--- config.mk ---
export PLATFORM = sky130hd
export DESIGN_NAME = mvma_cfg_flat
export DESIGN_NICKNAME = d
export VERILOG_FILES = /design/src/design/mvma_pkg.sv /design/src/design/mvma_if.sv /design/src/design/mvma_cfg.sv /design/src/flat_wrapper.sv
export SDC_FILE = /design/constraint.sdc
export NUM_CORES = 1
export LEC_CHECK = 0
export ABC_AREA = 1
export BUFFER_PORTS_ARGS = -buffer_cell sky130_fd_sc_hd__buf_2
export CAP_MARGIN = 10
export CORE_MARGIN = 8
export CORE_UTILIZATION = 50
export CTS_BUF_LIST = sky130_fd_sc_hd__clkbuf_8
export CTS_CLUSTER_SIZE = 12
export DETAILED_ROUTE_END_ITERATION = 16
export GPL_ROUTABILITY_DRIVEN = 1
export GPL_TIMING_DRIVEN = 0
export PLACE_DENSITY = 0.8
export SLEW_MARGIN = 10
export SYNTH_ARGS = -nofsm -noshare
export SYNTH_HDL_FRONTEND = slang
export SYNTH_SLANG_ARGS = --single-unit
export TNS_END_PERCENT = 20
--- constraint.sdc ---
create_clock -name clk -period 0.85 [get_ports clk]
set_clock_uncertainty 0.05 [all_clocks]
set_input_delay 0.085 -clock clk [delete_from_list [all_inputs] [get_ports clk]]
set_output_delay 0.085 -clock clk [all_outputs]
set_load 0.01 [all_outputs]
--- src/design/mvma_pkg.sv ---
`timescale 1ns / 1ps
// mvma_pkg: shared types and constants of the matrix-vector multiply-add block.
// No dependencies; every other design file but mvma_xstore uses this package.
package mvma_pkg;

    // Fixed field widths
    localparam int SCALE_W    = 16;   // alpha / beta, signed Q7.8
    localparam int FRAC_W     = 8;    // fraction bits of Q7.8
    localparam int ACC_W      = 40;   // dot product accumulator
    localparam int ACC_SPLIT  = 24;   // low part of the accumulator for the alpha multiply
    localparam int COL_CNT_W  = 9;
    localparam int ROW_CNT_W  = 11;
    localparam int ROW_NUM_W  = 10;
    localparam int IDX_W      = 8;
    localparam int CFG_IDX_W  = 4;
    localparam int CFG_DATA_W = 16;

    // Item kinds
    localparam logic ACT_LOAD   = 1'b0;
    localparam logic ACT_MATRIX = 1'b1;

    // Register map
    typedef enum logic [CFG_IDX_W-1:0] {
        REG_ALPHA = 4'd0,
        REG_BETA  = 4'd1,
        REG_COLS  = 4'd2,
        REG_ROWS  = 4'd3
    } cfg_reg_t;

    // Reset values
    localparam logic signed [SCALE_W-1:0] ALPHA_RST = 16'sd256;
    localparam logic signed [SCALE_W-1:0] BETA_RST  = 16'sd0;
    localparam logic [COL_CNT_W-1:0]      COLS_RST  = 9'd256;
    localparam logic [ROW_CNT_W-1:0]      ROWS_RST  = 11'd1024;

    typedef struct packed {
        logic signed [SCALE_W-1:0] alpha_scale;
        logic signed [SCALE_W-1:0] beta_scale;
        logic [COL_CNT_W-1:0]      column_count;
        logic [ROW_CNT_W-1:0]      row_count;
    } cfg_t;

    typedef struct packed {
        logic [ROW_NUM_W-1:0] row_number;
        logic                 last_row;
    } row_tag_t;

endpackage

--- src/design/mvma_if.sv ---


interface mvma_cfg_if ();
    logic                               valid;
    logic                               ready;
    logic [mvma_pkg::CFG_IDX_W-1:0]     index;
    logic [mvma_pkg::CFG_DATA_W-1:0]    data;

    modport source (output valid, index, data, input ready);
    modport sink   (input valid, index, data, output ready);
endinterface

--- src/design/mvma_cfg.sv ---
`timescale 1ns / 1ps
// mvma_cfg: configuration register file (alpha, beta, column and row counts).
// Depends on mvma_pkg and mvma_if.
module mvma_cfg (
    input  logic           clk,
    input  logic           rst_n,
    mvma_cfg_if.sink       cfg,
    output mvma_pkg::cfg_t regs
);
    import mvma_pkg::*;

    cfg_t regs_reg;

    assign cfg.ready = 1'b1;
    assign regs      = regs_reg;

    always_ff @(posedge clk or negedge rst_n)
    begin
        if (!rst_n)
        begin
            regs_reg.alpha_scale  <= ALPHA_RST;
            regs_reg.beta_scale   <= BETA_RST;
            regs_reg.column_count <= COLS_RST;
            regs_reg.row_count    <= ROWS_RST;
        end
        else if (cfg.valid)
        begin
            case (cfg.index)
                REG_ALPHA: regs_reg.alpha_scale  <= $signed(cfg.data[SCALE_W-1:0]);
                REG_BETA:  regs_reg.beta_scale   <= $signed(cfg.data[SCALE_W-1:0]);
                REG_COLS:  regs_reg.column_count <= cfg.data[COL_CNT_W-1:0];
                REG_ROWS:  regs_reg.row_count    <= cfg.data[ROW_CNT_W-1:0];
                default:   ;
            endcase
        end
    end

endmodule

--- src/flat_wrapper.sv ---
// flat-port wrapper written by rule: the top's interface ports become plain ports
module mvma_cfg_flat import mvma_pkg::*;
  (clk, rst_n, regs, cfg_valid, cfg_index, cfg_data, cfg_ready);
  mvma_cfg_if cfg_i ();
  input  logic clk;
  input  logic rst_n;
  output mvma_pkg::cfg_t regs;
  input wire logic [$bits(cfg_i.valid)-1:0] cfg_valid;
  input wire logic [$bits(cfg_i.index)-1:0] cfg_index;
  input wire logic [$bits(cfg_i.data)-1:0] cfg_data;
  output wire logic [$bits(cfg_i.ready)-1:0] cfg_ready;
  assign cfg_i.valid = cfg_valid;
  assign cfg_i.index = cfg_index;
  assign cfg_i.data = cfg_data;
  assign cfg_ready = cfg_i.ready;
  mvma_cfg u_core (.clk(clk), .rst_n(rst_n), .cfg(cfg_i), .regs(regs));
endmodule
==> summary.md <==
| Metric | Value |
|---|---|
| Status | finished, violations left |
| Failing checks | hold timing, setup timing |
| Placed Cells | 365 |
| Crit-path max FO | 2 |
| Most instantiated cells after synthesis | 105 x nand2_1, 52 x nand4_1, 49 x dfrtp_1 |
| CTS tree | yes |
| Crit path launch | u_core.regs[19] |
| ANT cells | 0 |
| TritonRoute pass-1 iters | 4 |
| Total track usage | 19.37% |
| R2R Path End | u_core.regs[41] |
| Design Area, Final | just under 0.003 sq mm |
| Tot Pwr | 6.936 mW |
| CP peak stage delay | 0.56 ns |
| RSZ-0062 raised after global routing | yes |
| Max IR drop VDD | 0.001354 V |
| Area post-placement | 0.002665 sq mm |
| Net Sw Power | 2.079 mW |
| Fin crit period | 1.103 ns |
| Clk pwr share | 26.5% |
| DR DRC count | 0 |
| Synth Net Count | 262 |
| GR Overflow Total | 0 |
| Register-to-Register Path Depth | 4 |
| Starting Density | 51.30% |
| R2R Setup Slk | -0.05 ns |
| Initial antenna violation count | 0 |
| Fmax | 906.8 MHz |
| Most common cell in the synthesized netlist | nand2_1 |
| Hold_ws | -0.2465 ns |
| Max FFs per register | 52 |
| Sequential Power Share | between 40 and 50% |
| Clock tree buffer depth | 2 |
| Cells after synthesis | ~240 |
| Switching portion of total power | 29.97% |
| PwrDens | 2341 mW/mm^2 |
| Async SR Flop Fraction | between 90% and 100% |
| Largest net degree at the start of global routing | 53 |
| Final antenna-violating net count | 0 |
| Final setup violation count | 53 |
| Horiz. Die Dim | between 80 and 90 um |
| Synth top area share | around 55% |
| MaxCap Viol Count | 0 |
| Synth area leaders | dfrtp_1 55%, nand2_1 18%, nand4_1 15%, dfstp_2 3.6%, buf_2 3.2% |
| Root Driver | clkbuf_8 |
| Slew headroom | 57.72% |
| Clk_lat worst skew | 0.30 ns |
| Register area share after synthesis | 58.83% |
| Rows | 24 |
| Crit end category | output pin |
| Crit path max-delay family | flip-flops |
| Hold crit path type | input port to asynchronous set/reset pin |
| Vert. Die Dim | roughly 83 um |
| Startpoint types | register |
| Clock slew at reported path FFs | 0.09 ns |
| P&R area growth vs syn | 33.56% |
| CP required | around 0.71 ns |
| Share of cells above drive strength 1 | 35.15% |
| DR vias | 2068 |
| H-Tree Depth | 2 |
| Lkg Pwr | 1.659 nW |
| Synth warnings | 0 |
| DR WL/cell | 16.33 um |
| Final worst setup slack | -0.2528 ns |
| Sink Count | between 50 and 60 |
| Synthesized flop and latch total | 52 |
| Buffers on Ports | 74 |
| IO Pins | 76 |
| Nets | 352 |
| WP buf/inv | 1 |
| Largest area contributor in the netlist | dfrtp_1 |
| Crit-path slowest cell | dfstp_2 |
| First-pass GRT wire length | 10160 um |
| Count of different cell masters after synthesis | 15 |
| Layout Utilization | 68.52% |
| Iteration-0 DRC count of the detailed router | 143 |
| Drt total wl | 6237 um |
| Core area | 0.004324 sq mm |
| Post-CTS Hold Fix Bufs | 5 |
| EDFF count, synth | 0 |
| GP Congestion | 0.8325 |
| TritonCTS Buffers | 5 |
| Mapped Area | ~0.0022 sq mm |
| Crit share post-route | 129.7% |
| Vias in the first global route | 2196 |
| Syn_area_per_cell | 9.282 sq um |
| Pint | 4.857 mW |
| Die area | 0.006824 sq mm |
| Drt via density | 5.414 |
| CP arrival | 0.97 ns |
| Final hold violation count | 49 |
| Post-DP HPWL | 4557 um |
| FF-to-FF Start | u_core.regs[41] |
| Slew @ Worst Pin | 0.6342 ns |
| Final Non-Filler Cells | 382 |
| Ys flop type | dfrtp_1 |
| Critical path type | register to output pin |
| Crit-path cells | buf_6 |
| Comb power frac | between 20% and 30% |
| Max Slew Vio Count | 0 |
-- how the worst max path moves through the flow --
stage               slack, ns  cells after the start               to
finish                  -0.25                      1         regs[19]
global route            -0.29                      1         regs[19]
CTS                     -0.26                      1         regs[19]
detailed placement      -0.30                      1   u_core.regs[6]
global placement        -0.28                      1   u_core.regs[5]
floorplan               -0.01                      6  u_core.regs[41]
-- worst reg2reg max path, stage by stage, from the launching register on --
cell and delay [ns]:
dfrtp_1 0.40, buf_4 0.14, buf_4 0.12, nand2_1 0.05, nand2_1 0.04
-- power groups by stage --
stage	registers, mW	logic, mW	clock network [mW]
after detailed placement	3.30	1.60	0
after floorplan	3.55	0.522	0
final	3.30	1.80	1.84
after global placement	3.28	1.57	0
after global routing	3.35	1.99	1.97
after CTS	3.27	1.68	1.85
-- metrics by stage --
stage	TNS [ns]	hold WS [ns]	setup WS, ns
4_1_cts	-6.958	-0.01938	-0.2603
3_5_place_dp	-24.78	0.3161	-0.3012
6_report	-6.692	-0.2465	-0.2528
5_1_grt	-8.343	-0.2037	-0.2876
3_3_place_gp	-22.96	0.3065	-0.2829
2_1_floorplan	-0.1057	-0.2606	-0.01174
-- cell type report --
type	count	area (sq um)
Tap cell	52	65.06
Buffer	20	125.1
Timing Repair Buffer	83	534.3
Fill cell	362	1361
Clock inverter	1	30.03
Sequential cell	52	1305
Multi-Input combinational cell	164	795.8
Inverter	3	11.26
Clock buffer	7	96.34
-- what timing repair did --
action / 4_1_cts / 5_1_grt
resized for setup: 4 / 10
endpoints found under the hold margin: 54 / 49
pin swaps: 0 / 0
setup buffers: 1 / 3
endpoints found under the setup margin: 52 / 59
gates cloned: 0 / 0
-- cell families after synthesis --
group,Yosys count,synth area share (%)
buf+inv,23,5.866
other cells,1,0.1690
simple gates,163,35.14
flops,52,58.83
-- layer usage --
layer	vias to the layer above	routed length, um	global-route usage (%)
met2	87	3006	31.48
met4	0	102	7.586
met3	12	558	5.952
met1	979	2569	23.55
li1	990	-	-
met5	-	0	0
-- placed cells by master (no fill, tap or decap), drive strengths merged --
| master | count |
|---|---|
| buf | 98 |
| conb | 1 |
| dfrtp | 49 |
| nand3 | 4 |
| nand2 | 105 |
| dfstp | 3 |
| clkbuf | 7 |
| nor2 | 2 |
| nand4 | 52 |
| dlygate4sd3 | 5 |
| bufinv | 1 |
| inv | 3 |
Note: power is estimated with default switching activity, not from simulation.
