### src/design/mvma_pkg.sv
`timescale 1ns / 1ps
// mvma_pkg: shared types and constants of the matrix-vector multiply-add block.
// No dependencies; every other design file but mvma_xstore uses this package.
package mvma_pkg;

    // Fixed field widths
    localparam int SCALE_W    = 16;   // alpha / beta, signed Q7.8
    localparam int FRAC_W     = 8;    // fraction bits of Q7.8
    localparam int ACC_W      = 40;   // dot product accumulator
    localparam int ACC_SPLIT  = 24;   // low part of the accumulator for the alpha multiply
    localparam int COL_CNT_W  = 9;
    localparam int ROW_CNT_W  = 11;
    localparam int ROW_NUM_W  = 10;
    localparam int IDX_W      = 8;
    localparam int CFG_IDX_W  = 4;
    localparam int CFG_DATA_W = 16;

    // Item kinds
    localparam logic ACT_LOAD   = 1'b0;
    localparam logic ACT_MATRIX = 1'b1;

    // Register map
    typedef enum logic [CFG_IDX_W-1:0] {
        REG_ALPHA = 4'd0,
        REG_BETA  = 4'd1,
        REG_COLS  = 4'd2,
        REG_ROWS  = 4'd3
    } cfg_reg_t;

    // Reset values
    localparam logic signed [SCALE_W-1:0] ALPHA_RST = 16'sd256;
    localparam logic signed [SCALE_W-1:0] BETA_RST  = 16'sd0;
    localparam logic [COL_CNT_W-1:0]      COLS_RST  = 9'd256;
    localparam logic [ROW_CNT_W-1:0]      ROWS_RST  = 11'd1024;

    typedef struct packed {
        logic signed [SCALE_W-1:0] alpha_scale;
        logic signed [SCALE_W-1:0] beta_scale;
        logic [COL_CNT_W-1:0]      column_count;
        logic [ROW_CNT_W-1:0]      row_count;
    } cfg_t;

    typedef struct packed {
        logic [ROW_NUM_W-1:0] row_number;
        logic                 last_row;
    } row_tag_t;

endpackage

### src/design/mvma_scale.sv
`timescale 1ns / 1ps
// mvma_scale: row-end pipeline, alpha*sum + beta*y_old, round to Q7.8, saturate.
// Depends on mvma_pkg.
module mvma_scale #(
    parameter int DATA_WIDTH = 16
) (
    input  logic                               clk,
    input  logic                               rst_n,
    input  mvma_pkg::cfg_t                     cfg,
    input  logic                               tok_valid,
    output logic                               tok_ready,
    input  logic signed [mvma_pkg::ACC_W-1:0]  tok_acc,
    input  logic signed [DATA_WIDTH-1:0]       tok_y_old,
    input  mvma_pkg::row_tag_t                 tok_tag,
    output logic                               push_valid,
    input  logic                               push_ready,
    output logic signed [DATA_WIDTH-1:0]       push_y,
    output mvma_pkg::row_tag_t                 push_tag
);
    import mvma_pkg::*;

    localparam int LO_W  = ACC_SPLIT;
    localparam int HI_W  = ACC_W - ACC_SPLIT;
    localparam int PLO_W = SCALE_W + LO_W + 1;
    localparam int PHI_W = SCALE_W + HI_W;
    localparam int PA_W  = SCALE_W + ACC_W;
    localparam int BY_W  = SCALE_W + DATA_WIDTH;
    localparam int TOT_W = ((PA_W > BY_W + FRAC_W) ? PA_W : BY_W + FRAC_W) + 1;
    localparam int RND_W = TOT_W + 1;

    localparam logic signed [RND_W-1:0] RND_HALF = RND_W'(1) <<< (2 * FRAC_W - 1);
    localparam logic signed [RND_W-1:0] SAT_HI =
        $signed({{(RND_W - DATA_WIDTH + 1){1'b0}}, {(DATA_WIDTH - 1){1'b1}}});
    localparam logic signed [RND_W-1:0] SAT_LO =
        $signed({{(RND_W - DATA_WIDTH + 1){1'b1}}, {(DATA_WIDTH - 1){1'b0}}});

    logic signed [SCALE_W-1:0] alpha;
    logic signed [SCALE_W-1:0] beta;

    logic                         e1_v_reg;
    logic signed [ACC_W-1:0]      e1_acc_reg;
    logic signed [DATA_WIDTH-1:0] e1_y_old_reg;
    row_tag_t                     e1_tag_reg;

    logic                         e2_v_reg;
    logic signed [PLO_W-1:0]      e2_plo_reg;
    logic signed [HI_W-1:0]       e2_hi_reg;
    logic signed [DATA_WIDTH-1:0] e2_y_old_reg;
    row_tag_t                     e2_tag_reg;

    logic                         e3_v_reg;
    logic signed [PA_W-1:0]       e3_pa_reg;
    logic signed [DATA_WIDTH-1:0] e3_y_old_reg;
    row_tag_t                     e3_tag_reg;

    logic                         e4_v_reg;
    logic signed [TOT_W-1:0]      e4_total_reg;
    row_tag_t                     e4_tag_reg;

    logic signed [LO_W:0]         acc_lo;
    logic signed [PLO_W-1:0]      plo_next;
    logic signed [PHI_W-1:0]      phi;
    logic signed [PA_W-1:0]       pa_next;
    logic signed [BY_W-1:0]       by;
    logic signed [TOT_W-1:0]      total_next;
    logic signed [RND_W-1:0]      rnd;
    logic signed [RND_W-1:0]      rsh;

    logic r1;
    logic r2;
    logic r3;
    logic r4;

    assign alpha = cfg.alpha_scale;
    assign beta  = cfg.beta_scale;

    assign r4        = !e4_v_reg || push_ready;
    assign r3        = !e3_v_reg || r4;
    assign r2        = !e2_v_reg || r3;
    assign r1        = !e1_v_reg || r2;
    assign tok_ready = r1;

    // Alpha times the 40-bit sum, split in two narrow products
    assign acc_lo     = $signed({1'b0, e1_acc_reg[LO_W-1:0]});
    assign plo_next   = alpha * acc_lo;
    assign phi        = alpha * e2_hi_reg;
    assign pa_next    = (PA_W'(phi) <<< LO_W) + PA_W'(e2_plo_reg);
    assign by         = beta * e3_y_old_reg;
    assign total_next = TOT_W'(e3_pa_reg) + (TOT_W'(by) <<< FRAC_W);

    // Round half up, drop 16 fraction bits, clamp
    assign rnd = RND_W'(e4_total_reg) + RND_HALF;
    assign rsh = rnd >>> (2 * FRAC_W);

    always_comb
    begin
        if (rsh > SAT_HI)
        begin
            push_y = SAT_HI[DATA_WIDTH-1:0];
        end
        else if (rsh < SAT_LO)
        begin
            push_y = SAT_LO[DATA_WIDTH-1:0];
        end
        else
        begin
            push_y = rsh[DATA_WIDTH-1:0];
        end
    end

    assign push_valid = e4_v_reg;
    assign push_tag   = e4_tag_reg;

    always_ff @(posedge clk or negedge rst_n)
    begin
        if (!rst_n)
        begin
            e1_v_reg <= 1'b0;
            e2_v_reg <= 1'b0;
            e3_v_reg <= 1'b0;
            e4_v_reg <= 1'b0;
        end
        else
        begin
            if (r1)
            begin
                e1_v_reg <= tok_valid;
            end
            if (r2)
            begin
                e2_v_reg <= e1_v_reg;
            end
            if (r3)
            begin
                e3_v_reg <= e2_v_reg;
            end
            if (r4)
            begin
                e4_v_reg <= e3_v_reg;
            end
        end
    end

    always_ff @(posedge clk)
    begin
        if (r1 && tok_valid)
        begin
            e1_acc_reg   <= tok_acc;
            e1_y_old_reg <= tok_y_old;
            e1_tag_reg   <= tok_tag;
        end
        if (r2 && e1_v_reg)
        begin
            e2_plo_reg   <= plo_next;
            e2_hi_reg    <= e1_acc_reg[ACC_W-1:LO_W];
            e2_y_old_reg <= e1_y_old_reg;
            e2_tag_reg   <= e1_tag_reg;
        end
        if (r3 && e2_v_reg)
        begin
            e3_pa_reg    <= pa_next;
            e3_y_old_reg <= e2_y_old_reg;
            e3_tag_reg   <= e2_tag_reg;
        end
        if (r4 && e3_v_reg)
        begin
            e4_total_reg <= total_next;
            e4_tag_reg   <= e3_tag_reg;
        end
    end

endmodule

### config.mk
export PLATFORM = sky130hd
export DESIGN_NAME = mvma_scale
export DESIGN_NICKNAME = d
export VERILOG_FILES = /design/src/design/mvma_pkg.sv /design/src/design/mvma_scale.sv
export SDC_FILE = /design/constraint.sdc
export NUM_CORES = 2
export LEC_CHECK = 0
export ABC_AREA = 1
export BUFFER_PORTS_ARGS = -buffer_cell sky130_fd_sc_hd__buf_2
export CAP_MARGIN = 0
export CORE_MARGIN = 1
export CORE_UTILIZATION = 29
export DETAILED_ROUTE_END_ITERATION = 8
export PLACE_DENSITY = 0.51
export SLEW_MARGIN = 20
export SYNTH_ARGS = -nofsm -noshare
export SYNTH_HDL_FRONTEND = slang
export SYNTH_SLANG_ARGS = --single-unit
### constraint.sdc
create_clock -name clk -period 11.1 [get_ports clk]
set_clock_uncertainty 0.1 [all_clocks]
set_input_delay 2.22 -clock clk [delete_from_list [all_inputs] [get_ports clk]]
set_output_delay 2.22 -clock clk [all_outputs]
set_load 0.02 [all_outputs]
==> metrics.log <==
[metrics] Total Routed Length: roughly 130000 um
[metrics] Avg Cell Area, Syn: 8.29 sq um
[metrics] number of H-tree branching levels: 2
[metrics] fillcell total: 17596
[metrics] final worst path period need: between 9 and 10 ns
[metrics] total of max-cap violations: 0
[metrics] total count of max-transition violations in the final report: 0
[metrics] type of destination of the critical path: register
[metrics] part of the Yosys area used for sequential elements: between 15 and 20%
[metrics] initial core utilization: 29.2%
[metrics] maximum number of pins on one net before global-route repair: 65
[metrics] worst min-delay path category: register to register
[metrics] Skew-Pair Late Insertion Delay: 0.57 ns
[metrics] Tcrit/Tclk final: approximately nine tenths
[metrics] global-route wire length before repair: about 210000 um
[metrics] post-detailed-route via-to-cell ratio: ~4.5
[metrics] number of clock sinks: 275
[metrics] remaining antenna violation count: 0
[metrics] number of clock buffers inserted by TritonCTS: 34
[metrics] post-detail-place hpwl: ~110000 um
[metrics] hold-fix buffer count after cts: 0
[metrics] final weighted congestion of routability-driven global placement: about 0.94
[metrics] syn_nets: 7135
[metrics] TritonCTS clock tree: done
[metrics] setup-violating endpoint count in the final report: 0
[metrics] number of enable flip-flop cells after synthesis: 271
[metrics] post-detailed-route DRC marker count: 0
[metrics] unrepaired setup endpoints after global routing: no
[metrics] cell count after synthesis: 5801
[metrics] maximum buffer depth of the clock tree: 3
[metrics] overall overflow remaining after global route: 0
[metrics] post-synthesis sequential element count: 275
[metrics] overall track demand over capacity in global routing: 15.9%
[metrics] share of synthesized registers carrying an async set or reset: 1.45%
[metrics] antenna violations before repair: 3
[metrics] Post-CTS Setup Inserts: 0
[metrics] Die H: 409 um
[metrics] Max-slew headroom: 38.4%
[metrics] minimum setup slack in the final design: between 1 and 1.5 ns
[metrics] Layout Nets: a little over 7000
[metrics] quantity of I/O buffers inserted on ports: 131
[metrics] Cell Rows: roughly 150
[metrics] Yosys warnings: 0
[metrics] pin slew with the least headroom to its limit: 0.925 ns
[metrics] setup slack, reg-to-reg: 2.51 ns
[metrics] master cell of the clock root buffer: sky130_fd_sc_hd__clkbuf_16
[metrics] crit path launch type: input pin
[metrics] slowest stage cell on the critical path: sky130_fd_sc_hd__fa_1
[metrics] count of vias placed by the detailed router: 36222
[metrics] average detailed-routed wire length per instance: 16.2 um
[metrics] number of global-route vias before repair: 39102
[metrics] detailed-router iteration count before antenna repair: 5
[metrics] worst-path fanout max: 19
[metrics] slowest cell delay on critical path: 0.58 ns
[metrics] Setup TNS: 0 ns
[metrics] outcome: completed
[metrics] worst path arrival time: 9.99 ns
[metrics] Resized Gates After CTS: 0
[metrics] required time at the worst-slack endpoint: 11.31 ns
[metrics] most used flip-flop cell after synthesis: sky130_fd_sc_hd__edfxtp_1
[metrics] number of hold violations in the final report: 0
[metrics] Iter 0 DRT Violations: 2053
[metrics] horizontal extent of the die: 409 um
[metrics] floorplan core area: roughly 160000 sq um
[metrics] num ports: 152
[metrics] synthesis-to-layout area growth: 8.40%
[metrics] mapped cell area: 48100 sq um
[metrics] type of the worst setup path: input pin to register
[metrics] flip-flop count of the largest register after layout: 48
[metrics] Post-Place Setup Slack: around 0.72 ns
[metrics] share of final-layout standard cells stronger than drive strength 1: about 4.9%
[metrics] distinct cell type count after synthesis: 49
[metrics] post-CTS clock slew at the launch and capture registers of the worst setup and hold paths: ~0.060 ns
[metrics] area enclosed by the die boundary: approximately 170000 sq um
[metrics] maximum operating frequency: 102 MHz
[metrics] dominant cell type by count on the critical path: sky130_fd_sc_hd__inv_1
## cell usage in the layout, fill, tap and decap left out, types with 6 or more instances in the layout
| master | Yosys | routed |
|---|---|---|
| sky130_fd_sc_hd__a31oi_1 | 17 | 17 |
| sky130_fd_sc_hd__nand3_1 | 114 | 114 |
| sky130_fd_sc_hd__fa_1 | 830 | 830 |
| sky130_fd_sc_hd__xor2_1 | 121 | 121 |
| sky130_fd_sc_hd__a21o_1 | 18 | 18 |
| sky130_fd_sc_hd__nor4_1 | 15 | 15 |
| sky130_fd_sc_hd__nor2_2 | 7 | 7 |
| sky130_fd_sc_hd__o211ai_1 | 6 | 6 |
| sky130_fd_sc_hd__nor2_4 | 5 | 7 |
| sky130_fd_sc_hd__nor2_1 | 309 | 307 |
| sky130_fd_sc_hd__nand2_1 | 1422 | 1422 |
| sky130_fd_sc_hd__nor3_1 | 32 | 32 |
| sky130_fd_sc_hd__edfxtp_1 | 271 | 271 |
| sky130_fd_sc_hd__a21oi_1 | 231 | 231 |
| sky130_fd_sc_hd__xnor2_1 | 68 | 68 |
| sky130_fd_sc_hd__inv_1 | 1493 | 1491 |
| sky130_fd_sc_hd__buf_4 | 0 | 36 |
| sky130_fd_sc_hd__clkinv_1 | 0 | 6 |
| sky130_fd_sc_hd__clkinv_2 | 0 | 6 |
| sky130_fd_sc_hd__ha_1 | 381 | 381 |
| sky130_fd_sc_hd__o21ai_0 | 137 | 137 |
| sky130_fd_sc_hd__nand4_1 | 26 | 26 |
| sky130_fd_sc_hd__buf_2 | 1 | 131 |
| sky130_fd_sc_hd__clkbuf_16 | 0 | 34 |
| sky130_fd_sc_hd__or2_2 | 37 | 37 |
| sky130_fd_sc_hd__o21bai_1 | 16 | 16 |
## synthesized netlist by cell type, drive strengths merged (15+ instances only)
cell type,number,area (sq um)
a21oi,231,1160
nand4,26,163
edfxtp,271,8140
nand2,1428,5390
nor2,322,1280
clkbuf,180,676
ha,381,4770
xnor2,68,596
fa,830,16600
nor4,15,93.8
inv,1497,5620
o21bai,16,120
nand3,115,581
nor3,34,180
or2,37,231
xor2,121,1060
a21o,18,135
a31oi,17,106
o21ai,141,706
## logic make-up after synthesis
kind of cell	share of synthesized area, %
fa+ha+maj	44.5
xor+xnor	3.44
compound gates	5.18
buf+inv	13.2
flops	17.1
simple gates	16.6
## worst max-delay path, delay by kind of cell
kind / cells / cell delay, ns
buffers and inverters: 9 / 1.01
XOR/XNOR: 1 / 0.17
adder cells (fa/ha/maj): 8 / 3.89
AND/OR/NAND/NOR: 12 / 2.00
AO/OA/AOI/OAI: 3 / 0.66
## metal layers
layer / up-vias / global-route usage [%] / wire (um)
met5: - / 0 / 0
met4: 0 / 3.20 / 2550
met3: 139 / 1.49 / 5010
met2: 731 / 27.3 / 61500
met1: 18092 / 21.8 / 60800
li1: 17260 / - / -
## area by class of cell
type	instances	area (sq um)	share of cell area (%)
timing repair buffer	167	926	1.78
antenna	1	2.50	0.00480
clock inverter	22	204	0.391
tap	2189	2740	5.26
inverter	1497	5620	10.8
clock buffer	38	866	1.66
sequential	275	8240	15.8
multi-input combinational	3842	33500	64.3
## final timing paths
| path | startpoint | end | cells after the start |
|---|---|---|---|
| max | cfg[27] | e4_total_reg[56]$_DFFE_PP_ | 33 |
| min | e2_y_old_reg[2]$_DFFE_PP_ | e3_y_old_reg[2]$_DFFE_PP_ | 0 |
| max reg2reg | e3_y_old_reg[7]$_DFFE_PP_ | e4_total_reg[56]$_DFFE_PP_ | 32 |
| min reg2reg | e2_y_old_reg[2]$_DFFE_PP_ | e3_y_old_reg[2]$_DFFE_PP_ | 0 |
| max in group asynchronous | rst_n | e2_v_reg$_DFFE_PN0P_ | 1 |
| min in group asynchronous | rst_n | e1_v_reg$_DFFE_PN0N_ | 1 |
## stage by stage
| step | cells | hold slack [ns] | utilization, % | instance area, sq um |
|---|---|---|---|---|
| floorplan | 5801 | 0.300 | - | 48100 |
| detailed placement | 7970 | 0.305 | 31.0 | 51000 |
| finish | 8031 | 0.312 | 31.6 | 52100 |
| global route | 8030 | 0.315 | 31.6 | 52100 |
| global placement | 7970 | 0.301 | 31.0 | 51000 |
| CTS | 8030 | 0.313 | 31.6 | 52100 |
Power is left out: the tool's default activity adds up to more than one toggle a clock period on the data nets, which glitch-free logic cannot reach.
