===== config.mk =====
export PLATFORM = sky130hd
export DESIGN_NAME = mvma_skid_flat
export DESIGN_NICKNAME = d
export VERILOG_FILES = /design/src/design/mvma_pkg.sv /design/src/design/mvma_if.sv /design/src/design/mvma_skid.sv /design/src/flat_wrapper.sv
export SDC_FILE = /design/constraint.sdc
export NUM_CORES = 1
export LEC_CHECK = 0
export ABC_CLOCK_PERIOD_IN_PS = 4120
export BUFFER_PORTS_ARGS = -buffer_cell sky130_fd_sc_hd__buf_2
export CORE_UTILIZATION = 25
export DETAILED_ROUTE_END_ITERATION = 10
export PLACE_DENSITY = 0.53
export SYNTH_ARGS = -nofsm -noshare
export SYNTH_HDL_FRONTEND = slang
export SYNTH_SLANG_ARGS = --single-unit
export TNS_END_PERCENT = 20

===== constraint.sdc =====
create_clock -name clk -period 4.12 [get_ports clk]
set_input_delay 0.412 -clock clk [delete_from_list [all_inputs] [get_ports clk]]
set_output_delay 0.412 -clock clk [all_outputs]
set_load 0.02 [all_outputs]

===== src/design/mvma_pkg.sv =====
`timescale 1ns / 1ps
// mvma_pkg: shared types and constants of the matrix-vector multiply-add block.
// No dependencies; every other design file but mvma_xstore uses this package.
package mvma_pkg;

    // Fixed field widths
    localparam int SCALE_W    = 16;   // alpha / beta, signed Q7.8
    localparam int FRAC_W     = 8;    // fraction bits of Q7.8
    localparam int ACC_W      = 40;   // dot product accumulator
    localparam int ACC_SPLIT  = 24;   // low part of the accumulator for the alpha multiply
    localparam int COL_CNT_W  = 9;
    localparam int ROW_CNT_W  = 11;
    localparam int ROW_NUM_W  = 10;
    localparam int IDX_W      = 8;
    localparam int CFG_IDX_W  = 4;
    localparam int CFG_DATA_W = 16;

    // Item kinds
    localparam logic ACT_LOAD   = 1'b0;
    localparam logic ACT_MATRIX = 1'b1;

    // Register map
    typedef enum logic [CFG_IDX_W-1:0] {
        REG_ALPHA = 4'd0,
        REG_BETA  = 4'd1,
        REG_COLS  = 4'd2,
        REG_ROWS  = 4'd3
    } cfg_reg_t;

    // Reset values
    localparam logic signed [SCALE_W-1:0] ALPHA_RST = 16'sd256;
    localparam logic signed [SCALE_W-1:0] BETA_RST  = 16'sd0;
    localparam logic [COL_CNT_W-1:0]      COLS_RST  = 9'd256;
    localparam logic [ROW_CNT_W-1:0]      ROWS_RST  = 11'd1024;

    typedef struct packed {
        logic signed [SCALE_W-1:0] alpha_scale;
        logic signed [SCALE_W-1:0] beta_scale;
        logic [COL_CNT_W-1:0]      column_count;
        logic [ROW_CNT_W-1:0]      row_count;
    } cfg_t;

    typedef struct packed {
        logic [ROW_NUM_W-1:0] row_number;
        logic                 last_row;
    } row_tag_t;

endpackage


===== src/design/mvma_if.sv =====


interface mvma_result_if #(parameter int DATA_WIDTH = 16) ();
    logic                               valid;
    logic                               ready;
    logic signed [DATA_WIDTH-1:0]       y_new;
    logic [mvma_pkg::ROW_NUM_W-1:0]     row_number;
    logic                               last_row;

    modport source (output valid, y_new, row_number, last_row, input ready);
    modport sink   (input valid, y_new, row_number, last_row, output ready);
endinterface



===== src/design/mvma_skid.sv =====
`timescale 1ns / 1ps
// mvma_skid: two-entry output buffer; registered ready toward the datapath.
// Depends on mvma_pkg and mvma_if.
module mvma_skid #(
    parameter int DATA_WIDTH = 16
) (
    input  logic                         clk,
    input  logic                         rst_n,
    input  logic                         push_valid,
    output logic                         push_ready,
    input  logic signed [DATA_WIDTH-1:0] push_y,
    input  mvma_pkg::row_tag_t           push_tag,
    mvma_result_if.source                result
);
    import mvma_pkg::*;

    logic                         out_v_reg;
    logic signed [DATA_WIDTH-1:0] out_y_reg;
    row_tag_t                     out_tag_reg;
    logic                         skid_v_reg;
    logic signed [DATA_WIDTH-1:0] skid_y_reg;
    row_tag_t                     skid_tag_reg;
    logic                         out_free;
    logic                         push;

    assign push_ready = !skid_v_reg;
    assign push       = push_valid && !skid_v_reg;
    assign out_free   = !out_v_reg || result.ready;

    assign result.valid      = out_v_reg;
    assign result.y_new      = out_y_reg;
    assign result.row_number = out_tag_reg.row_number;
    assign result.last_row   = out_tag_reg.last_row;

    always_ff @(posedge clk or negedge rst_n)
    begin
        if (!rst_n)
        begin
            out_v_reg  <= 1'b0;
            skid_v_reg <= 1'b0;
        end
        else if (out_free)
        begin
            out_v_reg  <= skid_v_reg || push;
            skid_v_reg <= 1'b0;
        end
        else if (push)
        begin
            skid_v_reg <= 1'b1;
        end
    end

    always_ff @(posedge clk)
    begin
        if (out_free)
        begin
            if (skid_v_reg)
            begin
                out_y_reg   <= skid_y_reg;
                out_tag_reg <= skid_tag_reg;
            end
            else if (push)
            begin
                out_y_reg   <= push_y;
                out_tag_reg <= push_tag;
            end
        end
        else if (push)
        begin
            skid_y_reg   <= push_y;
            skid_tag_reg <= push_tag;
        end
    end

endmodule


===== src/flat_wrapper.sv =====
// flat-port wrapper written by rule: the top's interface ports become plain ports
module mvma_skid_flat import mvma_pkg::*;
#(
    parameter int DATA_WIDTH = 16
)
  (clk, rst_n, push_valid, push_ready, push_y, push_tag, result_valid, result_y_new, result_row_number, result_last_row, result_ready);
  mvma_result_if #(.DATA_WIDTH(DATA_WIDTH)) result_i ();
  input  logic clk;
  input  logic rst_n;
  input  logic push_valid;
  output logic push_ready;
  input  logic signed [DATA_WIDTH-1:0] push_y;
  input  mvma_pkg::row_tag_t push_tag;
  output wire logic [$bits(result_i.valid)-1:0] result_valid;
  output wire logic [$bits(result_i.y_new)-1:0] result_y_new;
  output wire logic [$bits(result_i.row_number)-1:0] result_row_number;
  output wire logic [$bits(result_i.last_row)-1:0] result_last_row;
  input wire logic [$bits(result_i.ready)-1:0] result_ready;
  assign result_valid = result_i.valid;
  assign result_y_new = result_i.y_new;
  assign result_row_number = result_i.row_number;
  assign result_last_row = result_i.last_row;
  assign result_i.ready = result_ready;
  mvma_skid #(.DATA_WIDTH(DATA_WIDTH)) u_core (.clk(clk), .rst_n(rst_n), .push_valid(push_valid), .push_ready(push_ready), .push_y(push_y), .push_tag(push_tag), .result(result_i));
endmodule

==> summary.md, run 1 <==
| Metric | Value |
|---|---|
| Status | complete, no violations |
| Critical path endpoint category | flop |
| Mapped cell area | 2046 sq um |
| Crit path max fanout | 25 |
| Final hold violation count | 0 |
| Non-filler cells, final | 263 |
| Initial antenna violation count | 0 |
| Max stage delay cell, worst path | o21a_1 |
| Switching fraction of total power | 23.42% |
| Distinct cell type count after synthesis | 10 |
| Gate Count Post-Synth | 93 |
| Synth Area in Adders | 0% |
| Post-synth EDFFs | 54 |
| Core ar. | 7807 sq um |
| Postcts setup bufs | 0 |
| Starting Density | 26.20% |
| Top Usage Layer GRT | met1 |
| Pwr/cell area | 429.0 nW/um^2 |
| H-Tree Depth | 2 |
| Slew Viols, Final | 0 |
| DR pass1 iterations | 4 |
| Routed WL per cell | 12.85 um |
| Vias per Instance | 3.966 |
| Final instance area | 2560 sq um |
| Largest net degree at the start of global routing | 31 |
| Critical Path, Cell by Cell | nand2b_1 -> o21a_1 -> buf_4 |
| Crit path launch type | flop |
| Worst Hold Class | in2reg |
| Placed inst area | 2462 sq um |
| Overall power | 1098 uW |
| Crit path largest cell delay | 0.95 ns |
| Rel. slew slack | 20.49% |
| Worst slew pin tran | 1.193 ns |
| Clock slew at reported path FFs | 0.10 ns |
| NumNets Final | 191 |
| LEAKAGE | 0.0009365 uW |
| Placer Congestion | 0.6343 |
| Tot GR Track Use | 8.442% |
| Max_cap viols | 0 |
| DR iter-0 viols | 34 |
| WP data arrival | 2.07 ns |
| Final WL | 3380 um |
| CTS tree | built |
| Post-synthesis xor/xnor area fraction | 0% |
| Placement Rows | 32 |
| Synthesized Nets | 124 |
| Clk_lat worst skew | 0.30 ns |
| Area growth syn-to-layout | 25.14% |
| Syn_area_per_cell | 22.00 sq um |
| Bufs on Longest Clock Path | 2 |
| Congestion Overflow GR | 0 |
| DP Cell Count | 254 |
| Critical Path RT | 4.14 ns |
| Die area | 8549 sq um |
| Clock Skew | 0.004196 ns |
| Die Span Y | 92.46 um |
| Clk root buf | clkbuf_8 |
| CTS Sinks | 56 |
| Clk pwr share | 26.3% |
| Post-Route Setup TNS | 0 ns |
| Mux share of post-synthesis cell area | 14.86% |
| RSZ-0062 raised after global routing | false |
| #FFs+latches synth | 56 |
| Sw Pwr | 257.2 uW |
| Combinational family with the most area after synthesis | multiplexers |
| Vias | 1043 |
| Most numerous cell in the Yosys netlist | edfxtp_1 |
| VDD IR max | 0.0001318 V |
| Pint | 841.1 uW |
| Top Ports | 60 |
| Top-area cell type share of the netlist area | 79.27% |
| ANT cells | 0 |
| Vias in the first global route | 1025 |
| WS Path Type | reg2reg |
| Ys async rst share | 3.571% |
| Grt met1 use | 12.32% |
| Final period utilization | 49.70% |
| Sequential power share | 61.8% |
| Synth Area in Simple Gates | 1.223% |
| CTS Buf Count | 5 |
| Min cycle time layout | 2.048 ns |
| I/O Buffers | 59 |
| Fmax | 488.4 MHz |
| Post-synth top cells | edfxtp_1 (54), mux2_2 (27), buf_6 (3), dfrtp_1 (2), nor2_1 (2) |
| Register area share after synthesis | 81.71% |
| # DRC | 0 |
| Yosys top cell by area | edfxtp_1 |
| Die W | 92.46 um |
| Layout cells sized above 1 | 60.25% |
| First-pass GRT wire length | 5395 um |
| Hpwl dp | 2267 um |
| Antenna-violating nets left | 0 |
| Combinational share of power | 12.0% |
| Met2 global-route usage | 11.79% |
| Ys Warns | 0 |
| GRT met3 Usage | 2.874% |
| Final setup fails | 0 |
| Post-synthesis compound-gate area fraction | 0.3670% |
| Ranking of synthesized cells by area | edfxtp_1 (79%), mux2_2 (15%), dfrtp_1 (2.4%) |
| Top FF cell, synth | edfxtp_1 |
## worst max-delay path: cells and delay by family (launching register included)
family | cells | cell delay (ns)
AOI/OAI and AO/OA | 1 | 0.95
DFF | 1 | 0.39
buffers and inverters | 1 | 0.27
and+or+nand+nor | 1 | 0.14
## power by group through the flow
stage / combinational (uW) / clock [uW] / sequential, uW
after global routing: 144 / 324 / 682
after CTS: 135 / 307 / 679
final: 132 / 288 / 678
after detailed placement: 134 / 0 / 692
after global placement: 133 / 0 / 691
after floorplan: 50.7 / 0 / 723
## stage by stage
| stage | hold WS (ns) | util, % | setup slack [ns] |
|---|---|---|---|
| 2_1_floorplan | 0.1164 | - | 1.017 |
| 3_3_place_gp | 0.1996 | 31.54 | 1.950 |
| 3_5_place_dp | 0.2038 | 31.54 | 1.900 |
| 4_1_cts | 0.2869 | 32.79 | 2.012 |
| 5_1_grt | 0.2775 | 32.79 | 1.840 |
| 6_report | 0.2989 | 32.79 | 2.072 |
## layout make-up
type                    count  area [sq um]
clock buffers               5         68.82
clock inverters             3         18.77
fillers                   772          5248
inverters                   1         3.754
multi-input cells          33         341.6
flip-flops and latches     56          1672
well taps                 102         127.6
repair buffers             63         327.8
## routing by layer
metal / routed length (um) / vias up
met4: 24 / 0
met1: 1683 / 498
met2: 1423 / 47
li1: - / 494
met3: 248 / 4
met5: 0 / -
## cells by family (layout without fill, tap and decap cells)
group	after synthesis	count (layout)
AOI/OAI and AO/OA	1	1
DFF	56	56
buffers and inverters	4	72
and+or+nand+nor	5	5
muxes	27	27
## placed cells by master (no fill, tap or decap)
master	count
buf_4	3
inv_1	1
buf_2	59
mux2_2	27
dfrtp_1	2
nor2_1	2
clkbuf_8	5
edfxtp_1	54
clkinv_1	1
dlygate4sd3_1	1
clkinvlp_4	2
nand2b_1	1
nor3b_2	1
nand2_1	1
o21a_1	1
## worst paths after layout
check,startpoint,end,slack [ns],cells after the start
worst min register to register,u_core.skid_tag_reg[3],u_core.result.row_number[2],0.56,1
max in group asynchronous,rst_n,u_core.result.valid,3.60,2
worst max register to register,u_core.result.valid,u_core.result.y_new[1],2.07,3
worst max-delay path,u_core.result.valid,u_core.result.y_new[1],2.07,3
min in group asynchronous,rst_n,u_core.skid_v_reg,0.42,2
worst min-delay path,push_tag[3],u_core.skid_tag_reg[3],0.30,1
## timing repair
action	in CTS	in global routing
resized for setup	0	0
hold endpoints to repair	2	0
hold buffers	1	0
Power figures use the tool's default switching activity.
==> run 2: changes to the inputs <==
- ABC_AREA: unset -> 1
- ABC_CLOCK_PERIOD_IN_PS: 4120 -> 2100
- PLACE_DENSITY: 0.53 -> 0.52
- clock period: 4.12 -> 2.1 ns (I/O delays scaled with it)
==> run 2 against run 1 <==
Flip-flop and latch count unchanged. Cell area up 1.5%. Area after synthesis up 1.4%. Critical endpoint is now push_ready. Largest power group unchanged.
==> summary.md, run 2 <==
| Metric | Value |
|---|---|
| Crit path launch type | flop |
| Placement Rows | 32 (unchanged) |
| Crit path max fanout | 28 (+12%) |
| Hpwl dp | 2490 um (+9.9%) |
| Worst slew pin tran | 0.7747 ns (-0.4180 ns) |
| Ys async rst share | 3.571% (unchanged) |
| Placer Congestion | 0.6044 (-4.7%) |
| Critical path endpoint category | primary output |
| Mapped cell area | 2074 sq um (+1.4%) |
| Grt met1 use | 10.81% (-1.5 points) |
| Gate Count Post-Synth | 154 (+66%) |
| WS Path Type | reg2out |
| CTS Buf Count | 5 (unchanged) |
| Worst Hold Class | in2reg |
| Vias in the first global route | 1165 (+14%) |
| # DRC | 0 (unchanged) |
| GRT met3 Usage | 2.764% (-0.11 points) |
| CTS tree | built |
| Critical Path RT | 1.89 ns (-2.25 ns) |
| Non-filler cells, final | 321 (+22%) |
| Ranking of synthesized cells by area | edfxtp_1 (78%), nand2_1 (15%), dfrtp_1 (2.4%) |
| Final hold violation count | 0 (unchanged) |
| Syn_area_per_cell | 13.47 sq um (-39%) |
| Area of the multi-input gates | 349.1 sq um (+2.2%) |
| Tot GR Track Use | 9.029% (+0.59 points) |
| Commonest non-fill, non-tap cell in the layout | nand2_1 |
| Die W | 93.10 um (+0.69%) |
| Post-cts sizing count | 0 (unchanged) |
| Core Util, Final | 32.95% (+0.16 points) |
| Most numerous cell in the Yosys netlist | nand2_1 |
| Bufs on Longest Clock Path | 2 (unchanged) |
| Layout cells sized above 1 | 32.88% (-27 points) |
| Vias | 1226 (+18%) |
| Slew Viols, Final | 0 (unchanged) |
| Area growth syn-to-layout | 25.27% |
| Pwr/cell area | 888.5 nW/um^2 (+110%) |
| Hold Path Sink | u_core.skid_y_reg[14] |
| Worst hold path depth | 1 (unchanged) |
| Min cycle time layout | 1.500 ns |
| VDD IR max | 0.0003032 V (+130%) |
| H-Tree Depth | 2 (unchanged) |
| Antenna-violating nets left | 0 (unchanged) |
| Clock slew at reported path FFs | 0.10 ns (about the same) |
| Top Ports | 60 (unchanged) |
| R2R depth | 3 (unchanged) |
| Routed WL per cell | 11.57 um (-9.9%) |
| Die area | 8667 sq um (+1.4%) |
| DR iter-0 viols | 35 (+2.9%) |
| ANT cells | 0 (unchanged) |
| Synthesized Nets | 185 (+49%) |
| CP top delay family | buffers and inverters |
| First-pass GRT wire length | 5720 um (+6.0%) |
| Yosys top cell by area | edfxtp_1 |
| Max_cap viols | 0 (unchanged) |
| Rel. slew slack | 48.23% (+28 points) |
| WP data arrival | 1.29 ns (-0.78 ns) |
| Post-synth top cells | nand2_1 (84), edfxtp_1 (54), nor2_1 (5), buf_6 (4) |
| Core ar. | 7888 sq um (+1.0%) |
| Postcts setup bufs | 0 (unchanged) |
| Top FF cell, synth | edfxtp_1 |
| Met2 global-route usage | 15.01% (+3.2 points) |
| DR pass1 iterations | 4 (unchanged) |
| Clock Skew | 0.005346 ns (+0.001150 ns) |
| First element of the critical path | u_core.skid_v_reg |
| I/O Buffers | 59 (unchanged) |
| Crit path largest cell delay | 0.41 ns (-0.54 ns) |
| Reg2reg end | u_core.result.y_new[4] |
| Register area share after synthesis | 80.58% (-1.1 points) |
| RSZ-0062 raised after global routing | false |
| Critical Path, Cell by Cell | inv_2 -> buf_4 -> buf_2 |
| Status | complete, no violations |
| Register Area | 1672 sq um (unchanged) |
| #FFs+latches synth | 56 (unchanged) |
| Ys Warns | 0 (unchanged) |
| Clk root buf | clkbuf_8 |
| Vias per Instance | 3.819 (-3.7%) |
| Hold_sp | push_y[14] |
| Most frequent cells in the layout | nand2_1 (84), buf_2 (59), edfxtp_1 (54), clkbuf_8 (5) |
| Final period utilization | 71.44% |
| NumNets Final | 249 (+30%) |
| Die Span Y | 93.10 um (+0.69%) |
| R2r startpoint | u_core.result.valid |
| Final WL | 3715 um (+9.9%) |
| Top-area cell type share of the netlist area | 78.17% (-1.1 points) |
| CP bufs+invs | 3 (+2) |
| R2r setup slk | 0.61 ns (-1.46 ns) |
| Distinct cell type count after synthesis | 9 (-1) |
| Top Usage Layer GRT | met2 |
| LEAKAGE | 0.001109 uW (+18%) |
| Starting Density | 26.30% (+0.099 points) |
| Hold_buf cts | 1 (unchanged) |
| Fmax | 666.5 MHz |
| Final setup fails | 0 (unchanged) |
| Congestion Overflow GR | 0 (unchanged) |
| CTS Sinks | 56 (unchanged) |
| DP Cell Count | 312 (+23%) |
| Largest net degree at the start of global routing | 29 (-6.5%) |
| Post-synth EDFFs | 54 (unchanged) |
| Filler cell count in the final layout | 810 (+4.9%) |
| Clk_lat worst skew | 0.30 ns (about the same) |
| Initial antenna violation count | 0 (unchanged) |
| Max stage delay cell, worst path | dfrtp_1 |
==> run 2: changes by cell type in the layout (fill, tap and decap cells not counted), sizes merged, moves of 2 or more <==
cell      delta
clkinvlp     -2
inv          +3
mux2        -27
nand2       +83
nor2         +3
==> run 2: through the flow <==
stage                     area, sq um  hold slack [ns]  total power, uW  TNS [ns]  setup WS, ns
final                            2599          0.08873             2309         0        0.5997
after global routing             2599          0.07640             2406         0        0.4883
after CTS                        2599          0.07979             2343         0        0.5689
after detailed placement         2477        -0.001375             1640         0        0.5909
after global placement           2477        -0.004853             1637         0        0.6170
after floorplan                  2077         -0.08559             1533    -1.345      -0.04980
==> run 2: power breakdown <==
group | switching [uW] | internal [uW] | total [uW]
Sequential | 19.1 | 1320 | 1340
Combinational | 185 | 84.0 | 269
Clock | 341 | 361 | 702
==> run 2: worst reg2reg max path: stages, from the launching register on <==
cell and delay (ns):
dfrtp_1 0.41, inv_1 0.06, nor2_1 0.05, nor2_4 0.59
==> run 2: per-layer routing <==
metal / wire [um] / vias to the layer above
li1: - / 637
met5: 0 / -
met2: 1806 / 38
met1: 1638 / 546
met3: 224 / 5
met4: 45 / 0
==> run 2: cells by family after synthesis <==
group,Yosys count,synth area share (%)
flip-flops,56,80.58
AND/OR/NAND/NOR,89,16.10
buffers and inverters,9,3.317
==> run 2: final cells by class <==
type,instances,share of cell area [%]
Clock buffer,6,2.792
Clock inverter,2,1.493
Inverter,3,0.4333
Multi-Input combinational cell,89,13.43
Sequential cell,56,64.32
Tap cell,102,4.911
Timing Repair Buffer,63,12.61
==> run 2: how the worst max path moves through the flow <==
stage / cells past startpoint / endpoint / slack [ns]
after floorplan: 3 / u_core.result.last_row / -0.05
after global placement: 2 / u_core.result.y_new[4] / 0.62
after detailed placement: 3 / u_core.result.y_new[14] / 0.59
after CTS: 3 / push_ready / 0.57
after global routing: 2 / u_core.result.y_new[4] / 0.49
final: 3 / push_ready / 0.60
